===== src/sv/srg_pkg.sv =====
package srg_pkg;

  localparam logic [2:0] OP_VALIDATE = 3'd0;
  localparam logic [2:0] OP_BEAT     = 3'd1;
  localparam logic [2:0] OP_START    = 3'd2;
  localparam logic [2:0] OP_END      = 3'd3;
  localparam logic [2:0] OP_TXSEQ    = 3'd4;

  localparam logic [1:0] ST_OK      = 2'd0;
  localparam logic [1:0] ST_SESSION = 2'd1;
  localparam logic [1:0] ST_SEQ     = 2'd2;
  localparam logic [1:0] ST_TTL     = 2'd3;

  localparam int unsigned AddrW = 3;
  localparam logic        RegTimeout = 1'b0;

  typedef struct packed {
    logic [2:0]  func;
    logic [31:0] now_time;
    logic [31:0] msg_seq;
    logic [31:0] msg_stamp;
    logic [31:0] msg_ttl;
    logic [31:0] sess_ident;
    logic [7:0]  node_id;
    logic [7:0]  proto_rev;
    logic [7:0]  safety_code;
  } item_t;

  typedef struct packed {
    logic        session_on;
    logic [31:0] current_ident;
    logic [7:0]  stored_node;
    logic [7:0]  stored_version;
    logic [31:0] last_seq_ok;
    logic [31:0] last_stamp_ok;
    logic [31:0] tx_counter;
    logic [31:0] last_beat_time;
    logic [7:0]  safety_store;
  } state_t;

  typedef struct packed {
    logic [1:0]  status;
    logic [31:0] tx_number;
    logic        peer_alive;
    logic        active_flag;
    logic [7:0]  peer_safety;
    logic [7:0]  node_readout;
    logic [7:0]  version_readout;
  } result_t;

endpackage


===== src/sv/srg_step.sv =====
module srg_step import srg_pkg::*; (
  input  item_t       item_i,
  input  state_t      state_i,
  input  logic [31:0] timeout_i,
  output state_t      state_o,
  output result_t     result_o
);

  logic [1:0]  status;
  logic [31:0] txn;
  logic [31:0] msg_age;
  logic [31:0] beat_age;
  state_t      nxt;

  assign msg_age = item_i.now_time - item_i.msg_stamp;

  always_comb begin
    nxt    = state_i;
    status = ST_OK;
    txn    = '0;
    unique case (item_i.func)
      OP_VALIDATE: begin
        if (!state_i.session_on || item_i.sess_ident != state_i.current_ident) begin
          status = ST_SESSION;
        end else if (item_i.msg_seq <= state_i.last_seq_ok ||
                     item_i.msg_stamp < state_i.last_stamp_ok) begin
          status = ST_SEQ;
        end else if (item_i.msg_ttl != '0 && msg_age > item_i.msg_ttl) begin
          status = ST_TTL;
        end else begin
          nxt.last_seq_ok   = item_i.msg_seq;
          nxt.last_stamp_ok = item_i.msg_stamp;
        end
      end
      OP_BEAT: begin
        nxt.last_beat_time = item_i.now_time;
        nxt.safety_store   = item_i.safety_code;
      end
      OP_START: begin
        nxt.current_ident  = item_i.sess_ident;
        nxt.stored_node    = item_i.node_id;
        nxt.stored_version = item_i.proto_rev;
        nxt.last_seq_ok    = '0;
        nxt.last_stamp_ok  = '0;
        nxt.tx_counter     = '0;
        nxt.session_on     = 1'b1;
      end
      OP_END: begin
        nxt.session_on    = 1'b0;
        nxt.current_ident = '0;
      end
      OP_TXSEQ: begin
        nxt.tx_counter = state_i.tx_counter + 32'd1;
        txn            = nxt.tx_counter;
      end
      default: begin
      end
    endcase
  end

  assign beat_age = item_i.now_time - nxt.last_beat_time;

  assign state_o = nxt;

  always_comb begin
    result_o.status          = status;
    result_o.tx_number       = txn;
    result_o.peer_alive      = nxt.session_on && (beat_age < timeout_i);
    result_o.active_flag     = nxt.session_on;
    result_o.peer_safety     = nxt.safety_store;
    result_o.node_readout    = nxt.stored_node;
    result_o.version_readout = nxt.stored_version;
  end

endmodule


===== src/sv/session_replay_guard_top.sv =====
// Session replay and liveness guard.
// Requests arrive on the input channel (in_valid_i, in_stall_o) with an
// operation code and message fields; each request yields exactly one result
// on the output channel (out_valid_o, out_stall_i) in request order.
// A request is captured in an input register, evaluated against the session
// state combinationally, and written to the result register together with the
// state update; the result register takes it when it is empty or the receiver
// does not stall, and out_valid_o then shows the result.
// Throughput is one request per cycle while the receiver does not stall, set by
// the single evaluation stage between the input register and the result register.
// When the receiver stalls, the result register holds its value and one
// further request may wait in the input register; only then is in_stall_o
// raised.
// The heartbeat timeout is written through the APB port at byte address 0; the user
// must do so only while no request is in flight, which the block does not enforce.
// Reset clears the session state, the timeout and the valid flags of both
// pipeline registers.
module session_replay_guard_top import srg_pkg::*; (
  input  logic               clk_i,
  input  logic               rst_ni,
  input  logic               in_valid_i,
  output logic               in_stall_o,
  input  logic [2:0]         func_i,
  input  logic [31:0]        now_time_i,
  input  logic [31:0]        msg_seq_i,
  input  logic [31:0]        msg_stamp_i,
  input  logic [31:0]        msg_ttl_i,
  input  logic [31:0]        sess_ident_i,
  input  logic [7:0]         node_id_i,
  input  logic [7:0]         proto_rev_i,
  input  logic [7:0]         safety_code_i,
  output logic               out_valid_o,
  input  logic               out_stall_i,
  output logic [1:0]         status_o,
  output logic [31:0]        tx_number_o,
  output logic               peer_alive_o,
  output logic               active_flag_o,
  output logic [7:0]         peer_safety_o,
  output logic [7:0]         node_readout_o,
  output logic [7:0]         version_readout_o,
  input  logic               psel,
  input  logic               penable,
  input  logic               pwrite,
  input  logic [AddrW-1:0]   paddr,
  input  logic [31:0]        pwdata,
  output logic [31:0]        prdata,
  output logic               pready
);

  logic        in_valid_q;
  item_t       in_q;
  logic        out_valid_q;
  result_t     out_q;
  result_t     res_d;
  state_t      state_q;
  state_t      state_d;
  logic [31:0] timeout_q;
  logic        advance;
  logic        in_take;

  assign pready  = 1'b1;
  assign prdata  = (paddr[AddrW-1] == RegTimeout) ? timeout_q : '0;

  always_ff @(posedge clk_i or negedge rst_ni) begin
    if (!rst_ni) begin
      timeout_q <= '0;
    end else if (psel && penable && pwrite && pready && paddr[AddrW-1] == RegTimeout) begin
      timeout_q <= pwdata;
    end
  end

  assign advance    = in_valid_q && (!out_valid_q || !out_stall_i);
  assign in_stall_o = in_valid_q && !advance;
  assign in_take    = in_valid_i && !in_stall_o;

  always_ff @(posedge clk_i or negedge rst_ni) begin
    if (!rst_ni) begin
      in_valid_q <= 1'b0;
    end else if (in_take) begin
      in_valid_q <= 1'b1;
    end else if (advance) begin
      in_valid_q <= 1'b0;
    end
  end

  always_ff @(posedge clk_i) begin
    if (in_take) begin
      in_q.func         <= func_i;
      in_q.now_time     <= now_time_i;
      in_q.msg_seq      <= msg_seq_i;
      in_q.msg_stamp    <= msg_stamp_i;
      in_q.msg_ttl      <= msg_ttl_i;
      in_q.sess_ident   <= sess_ident_i;
      in_q.node_id      <= node_id_i;
      in_q.proto_rev    <= proto_rev_i;
      in_q.safety_code  <= safety_code_i;
    end
  end

  srg_step u_step (
    .item_i    (in_q),
    .state_i   (state_q),
    .timeout_i (timeout_q),
    .state_o   (state_d),
    .result_o  (res_d)
  );

  always_ff @(posedge clk_i or negedge rst_ni) begin
    if (!rst_ni) begin
      state_q <= '0;
    end else if (advance) begin
      state_q <= state_d;
    end
  end

  always_ff @(posedge clk_i or negedge rst_ni) begin
    if (!rst_ni) begin
      out_valid_q <= 1'b0;
    end else if (advance) begin
      out_valid_q <= 1'b1;
    end else if (!out_stall_i) begin
      out_valid_q <= 1'b0;
    end
  end

  always_ff @(posedge clk_i) begin
    if (advance) begin
      out_q <= res_d;
    end
  end

  assign out_valid_o       = out_valid_q;
  assign status_o          = out_q.status;
  assign tx_number_o       = out_q.tx_number;
  assign peer_alive_o      = out_q.peer_alive;
  assign active_flag_o     = out_q.active_flag;
  assign peer_safety_o     = out_q.peer_safety;
  assign node_readout_o    = out_q.node_readout;
  assign version_readout_o = out_q.version_readout;

  a_stall_needs_item: assert property (@(posedge clk_i) disable iff (!rst_ni)
    in_stall_o |-> (in_valid_q && out_valid_q))
    else $error("input stalled without a waiting request and a held result");

  a_alive_needs_session: assert property (@(posedge clk_i) disable iff (!rst_ni)
    (out_valid_q && !out_q.active_flag) |-> !out_q.peer_alive)
    else $error("peer reported alive without an active session");

  a_start_opens: assert property (@(posedge clk_i) disable iff (!rst_ni)
    (advance && in_q.func == OP_START) |=> (state_q.session_on && state_q.tx_counter == '0))
    else $error("session start did not open a fresh session");

  a_end_closes: assert property (@(posedge clk_i) disable iff (!rst_ni)
    (advance && in_q.func == OP_END) |=> (!state_q.session_on && state_q.current_ident == '0))
    else $error("session end did not close the session");

endmodule

===== config.mk =====
export PLATFORM = sky130hd
export DESIGN_NAME = session_replay_guard_top
export DESIGN_NICKNAME = d
export VERILOG_FILES = /design/src/sv/srg_pkg.sv /design/src/sv/srg_step.sv /design/src/sv/session_replay_guard_top.sv
export SDC_FILE = /design/constraint.sdc
export NUM_CORES = 1
export LEC_CHECK = 0
export ABC_AREA = 1
export BUFFER_PORTS_ARGS = -buffer_cell sky130_fd_sc_hd__buf_2
export CAP_MARGIN = 20
export CORE_AREA = 3 3 244 246
export DETAILED_ROUTE_END_ITERATION = 10
export DIE_AREA = 0 0 247 249
export MAX_ROUTING_LAYER = met4
export PLACE_DENSITY = 0.74
export SYNTH_ARGS = -nofsm -noshare
export SYNTH_HDL_FRONTEND = slang
export SYNTH_SLANG_ARGS = --single-unit

===== constraint.sdc =====
create_clock -name clk_i -period 5.5 [get_ports clk_i]
set_input_delay 0.55 -clock clk_i [delete_from_list [all_inputs] [get_ports clk_i]]
set_output_delay 0.55 -clock clk_i [all_outputs]
set_load 0.02 [all_outputs]

Word-level counts from Yosys, hierarchy flattened

Cells that the tools add are included.

Bitwise gates (word level): 2
Add/sub/neg operators: 3
Equal/unequal tests: 9
Magnitude comparators: 4
Reduce and logical (&&, ||, !) cells: 26
Multiplexer cells: 16

Operators by type and width:

| operator                | count |
|---|---|
| $mux W64                | 3 |
| $pmux W64 S2            | 1 |
| $pmux W33 S2            | 1 |
| $lt A32 B32 Y1          | 2 |
| $pmux W32 S2            | 1 |
| $sub A32 B32 Y32        | 2 |
| $mux W40                | 1 |
| $add A32 B1 Y32 const B | 1 |
| $gt A32 B32 Y1          | 1 |
| $le A32 B32 Y1          | 1 |
| $mux W32                | 1 |
| $ne A32 B32 Y1          | 1 |
| $reduce_bool A32 Y1     | 1 |
| $mux W16                | 1 |
| $logic_and A1 B1 Y1     | 8 |
| $reduce_bool A2 Y1      | 4 |
| $eq A3 B2 Y1 const B    | 2 |
| $ne A2 B2 Y1 const B    | 3 |
| $logic_not A1 Y1        | 5 |
| $mux W1                 | 5 |
| $reduce_and A5 Y1       | 1 |
| $mux W2                 | 2 |
| $reduce_and A2 Y1       | 2 |
| $eq A3 B1 Y1 const B    | 1 |
| other kinds (6)         | 9 |

Word-level logic and storage cells: 89
Input port bits: 229
Register bits after elaboration: 466

Longest topological paths before layout

Word-level depth: 8
Mapped depth: 31

By module

A second synthesis with hierarchy kept.

Cells, all modules: 3492
Area total of the unflattened synthesis: 27953.1 um^2

Modules (own cells, without submodules):

| module                   | cells an instance | times used | area an instance (um^2) | seq. area each (um^2) |
|---|---|---|---|---|
| session_replay_guard_top | 1250              | 1          | 15987.8                 | 12897.4 |
| srg_step                 | 2242              | 1          | 11965.2                 | 0.0 |

Worst setup path after synthesis

No wires, ideal clock.

Path kind: input port to flip-flop
Start: input port out_stall_i
End: register in_q[0] in the netlist's numbering (enable)
Buffers on the path: 0
Cell stages on the path: 5
Slack: 0.456 ns
Data arrival time: 4.504 ns
Library setup time: 0.539 ns
Cells stage by stage: nand2_1 -> nor2_1 -> inv_1 -> nand2_1 -> inv_1

Cells in the longest elaborated chain, start to end: 7

RTL lines:

| element              | line                           | text |
|---|---|---|
| start: declaration   | session_replay_guard_top.sv:33 | `input logic out_stall_i,` |
| $logic_not A1 Y1     | --                             |  |
| $logic_or A1 B1 Y1   | session_replay_guard_top.sv:72 | `assign advance = in_valid_q && (!out_valid_q \|\| !out_stall_i);` |
| $logic_and A1 B1 Y1  | session_replay_guard_top.sv:72 |  |
| $logic_not A1 Y1     | session_replay_guard_top.sv:73 | `assign in_stall_o = in_valid_q && !advance;` |
| $logic_and A1 B1 Y1  | session_replay_guard_top.sv:73 |  |
| named net in_stall_o | session_replay_guard_top.sv:22 | `output logic in_stall_o,` |
| $logic_not A1 Y1     | session_replay_guard_top.sv:74 | `assign in_take = in_valid_i && !in_stall_o;` |
| $logic_and A1 B1 Y1  | session_replay_guard_top.sv:74 |  |
| named net in_take    | session_replay_guard_top.sv:59 | `logic in_take;` |
| end: declaration     | session_replay_guard_top.sv:51 | `item_t in_q;` |

The timed path passes the listed nets, and every way through them passes these cells.
A chain may end at the register's enable or synchronous reset.

Worst setup path after layout

Start: register in_q[154] in the netlist's numbering
End: register out_q (netlist bit status_o[0]), data pin

Cells in the longest elaborated chain, start to end: 6

RTL lines:

| element                | line                            | text |
|---|---|---|
| $sub A32 B32 Y32       | srg_step.sv:15                  | `assign msg_age = item_i.now_time - item_i.msg_stamp;` |
| $gt A32 B32 Y1         | srg_step.sv:28                  | `end else if (item_i.msg_ttl != '0 && msg_age > item_i.msg_ttl) begin` |
| $logic_and A1 B1 Y1    | srg_step.sv:28                  |  |
| $mux W2                | srg_step.sv:28                  |  |
| $mux W2                | srg_step.sv:25                  | `end else if (item_i.msg_seq <= state_i.last_seq_ok \|\|` |
| $mux W1                | srg_step.sv:23                  | `if (!state_i.session_on \|\| item_i.sess_ident != state_i.current_ident) begin` |
| end signal: assignment | session_replay_guard_top.sv:128 | `out_q <= res_d;` |
| end: declaration       | session_replay_guard_top.sv:53  | `result_t out_q;` |

Every way passes these cells.

==> impl_metrics.csv <==
group,metric,value,unit
sta,fmax,212,MHz
clock_tree,cts_sinks,466,
clock_tree,clock_latency,0.59,ns
floorplan,die_area,0.0615,sq mm
sta,drv_slew,0,
synth,ys_warn_count,0,
sta,min_period,4.72,ns
synth,synth.avg_cell_area,9.24,sq um
worst_setup_path,cp_slowest_cell,"buf_4",
clock_tree,numCtsBuffers,51,
placement,io_buffer_count,320,
synth,netlist_top_cells_count,"nand2_1 (563), inv_1 (374), edfxtp_1 (247)",
placement,dpl.hpwl,45500,um
synth,ys.flop_type,"edfxtp_1",
min_path,hold-path-endpoint,"in_q[139]$_DFFE_PP_",
grt,grt_use_total,0.206,
worst_setup_path,worstPathMaxFanout,66,
floorplan,initial_core_util,0.439,
finish,syn_to_final_growth,16.0,%
detailed_routing,wire_per_inst,16.1,um
synth,synth_area_leader_cell,"edfxtp_1",
worst_setup_path,rr_startpoint,"in_q[154]$_DFFE_PP_",
grt,grtUsageMet3,0.0298,
worst_setup_path,worstPathRequired,5.84,ns
grt,antenna_found_initial,4,
synth,synth-async-reset-ratio,0.470,
sta,fin_skew,0.0179,ns
synth,yosysMostFrequentCell,"nand2_1",
worst_setup_path,reg2reg_depth,20,
worst_setup_path,cp_cell_sequence,"ha_1 > a21oi_1 > nand2_1 > a21boi_0 > o21ai_0 > nand2_1 > nand2_1 > a21oi_1 > xnor2_1 > ha_1 > a21oi_1 > o21ai_0 > nand2_1 > nand2_1 > a21oi_1 > nand2_1 > nand2_2 > buf_4 > nor2_1 > o21a_1",
power,ir_drop,253,uV
synth,synthesis.nets,3156,
sta,hold_viol,0,
grt,use_met1,0.279,
detailed_routing,drt_iter0_drc,1406,
detailed_routing,drcViolationCount,0,
synth,syn_inst,2736,
placement,place.gp.congestion,0.890,
sta,relSlewSlack,0.341,
sta,rsz0062_at_grt,"false",
sta,worstMarginPinSlew,0.989,ns
clock_tree,cts_tree,"yes",
flow_run,drv_cap,0,
worst_setup_path,critical-path-max-stage-delay,0.62,ns
sta,fin_crit_sh,0.858,
floorplan,core_area,0.0576,sq mm
finish,drive_gt1_frac,0.166,
worst_setup_path,rrSetupSlack,0.78,ns
grt,use_met2,0.323,
clock_tree,clk_pin_slew,0.06,ns
detailed_routing,num_vias,19500,
worst_setup_path,path_common_cell,"nand2_1",
min_path,worstHoldStart,"msg_seq_i[19]",
synth,ys_seq_elements,466,
synth,synth_area,0.0253,sq mm
synth,synth_edf_count,247,
finish,final_nets,3462,
clock_tree,cts_resized,0,
clock_tree,cts-root-buf,"clkbuf_16",
grt,grt_first_pass_wirelength,98700,um
power,cellLeakagePower,13.6,nW
worst_setup_path,crit_path_start_kind,"flip-flop",
floorplan,ios,324,
floorplan,die_x,247,um
worst_setup_path,crit_arrival,5.06,ns
grt,grt_max_degree,126,
synth,synth.area.top_cells,"edfxtp_1 (29%), dfrtp_1 (22%), ha_1 (9.4%), nand2_1 (8.4%), inv_1 (5.6%)",
min_path,hold_path_depth,1,
placement,placed_area,0.0276,sq mm
outcome,outcome,"completed",
min_path,hold_path_class,"in2reg",
detailed_routing,viasPerCell,5.07,
synth,yosysTopAreaCellShare,0.293,
power,cellPowerDensity,367,mW/mm^2
detailed_routing,routed_wl,62200,um
worst_setup_path,cp_num_buf_inv,1,
floorplan,num_rows,88,
clock_tree,htree_levels,2,
worst_setup_path,end_kind,"flip-flop",
sta,setup_viol,0,
sta,fin_tns_setup,0,ns
grt,grt_pass1_vias,18900,
worst_setup_path,critPathKind,"reg2reg",
grt,top_usage_layer,"met2",
grt,grt-ovfl-total,0,
worst_setup_path,crit_family,"compound AO/OA/AOI/OAI gates",
detailed_routing,drtPass1Iterations,5,
worst_setup_path,reg2reg_to,"status_o[0]$_SDFFCE_PP0P_",
detailed_routing,drtAntennaViolNets,0,
synth,ys_types,54,
finish,final_cell_area,0.0293,sq mm
clock_tree,cts_buffer_depth,3,
worst_setup_path,path_depth,20,
floorplan,die_y,249,um
synth,ys_seq_area_frac,0.510,
## registers in the layout (all words and copies together), names as in the netlist
register,flops
status_o,2
in_valid_q,1
peer_safety_o,8
in_q,187
state_q,185
timeout_q,32
tx_number_o,32
active_flag_o,1
out_valid_o,1
peer_alive_o,1
version_readout_o,8
node_readout_o,8
## worst reg2reg max path: cells and delay by family, from the launching register on
family	cells	cell delay, ns
and+or+nand+nor	8	0.82
buffers and inverters	1	0.62
AOI/OAI and AO/OA	8	1.69
xor gates and xnor gates	1	0.19
adders and majority gates	2	0.68
DFF	1	0.50
## worst max path at each step
stage                             start                         to  slack, ns
global route        in_q[185]$_DFFE_PP_     peer_alive_o$_DFFE_PP_       0.41
finish              in_q[154]$_DFFE_PP_  status_o[0]$_SDFFCE_PP0P_       0.78
floorplan                   out_stall_i          in_q[0]$_DFFE_PP_       0.46
detailed placement  in_q[185]$_DFFE_PP_     peer_alive_o$_DFFE_PP_       0.83
CTS                 in_q[185]$_DFFE_PP_     peer_alive_o$_DFFE_PP_       0.80
global placement    in_q[185]$_DFFE_PP_     peer_alive_o$_DFFE_PP_       0.87
## routing by layer
metal,part of all wire,vias up
met5,0,-
met4,0.029,0
met3,0.051,87
met2,0.46,466
met1,0.46,9165
li1,-,9804
## through the flow
| stage | util | hold WS, ns | cells | power [mW] | setup WS [ns] |
|---|---|---|---|---|---|
| final | 0.509 | 0.130 | 3852 | 10.8 | 0.782 |
| after global placement | 0.479 | 0.454 | 3753 | 7.21 | 0.872 |
| after CTS | 0.509 | 0.0866 | 3849 | 10.9 | 0.796 |
| after global routing | 0.509 | 0.0938 | 3852 | 11.5 | 0.406 |
| after floorplan | - | 0.254 | 2736 | 6.48 | 0.456 |
| after detailed placement | 0.479 | 0.462 | 3753 | 7.28 | 0.832 |
## layout make-up
type / instances / area [sq um]
inverter: 387 / 1460
tap: 765 / 957
antenna: 3 / 7.51
sequential: 466 / 12900
clock buffer: 58 / 1300
fill: 5241 / 28300
clock inverter: 37 / 433
timing repair buffer: 336 / 1770
multi-input combinational: 1800 / 10500
## where the power goes
part / switching, mW / internal, mW / total (mW)
Clock: 1.41 / 2.13 / 3.54
Combinational: 1.77 / 1.01 / 2.78
Sequential: 0.253 / 4.19 / 4.45
Total: 3.44 / 7.33 / 10.8
## placed cells by master, fill, tap and decap left out, drive strengths merged, types with 3 or more instances in the layout
cell / netlist / final
o22ai: 20 / 20
nand3b: 3 / 3
xnor2: 24 / 24
o21ai: 223 / 223
a21boi: 5 / 5
clkbuf: 45 / 58
bufinv: 0 / 9
inv: 385 / 385
xor2: 48 / 48
or2: 5 / 5
o21bai: 6 / 6
nand2: 565 / 565
and3: 3 / 3
a31oi: 10 / 10
nor4: 10 / 10
dfrtp: 219 / 219
a21o: 9 / 9
nor3b: 5 / 5
buf: 38 / 335
nor3: 46 / 46
diode: 0 / 3
nand4: 86 / 86
nand3: 118 / 118
o21a: 8 / 8
edfxtp: 247 / 247
a21oi: 184 / 184
nor2: 212 / 212
clkinv: 2 / 29
and2: 3 / 3
ha: 189 / 189
o211ai: 4 / 4
## logic make-up after synthesis
group	share of synthesized area
AO/OA/AOI/OAI	0.101
XOR/XNOR	0.0249
adder cells (fa/ha/maj)	0.0951
buffers and inverters	0.0756
flip-flops	0.510
multiplexers	0.000445
other	0.000148
AND/OR/NAND/NOR	0.193
## timing repair
action                    CTS  global route
hold endpoints to repair   12             0
buffers inserted            0             0
hold buffers                1             0
Power figures use the tool's default switching activity.
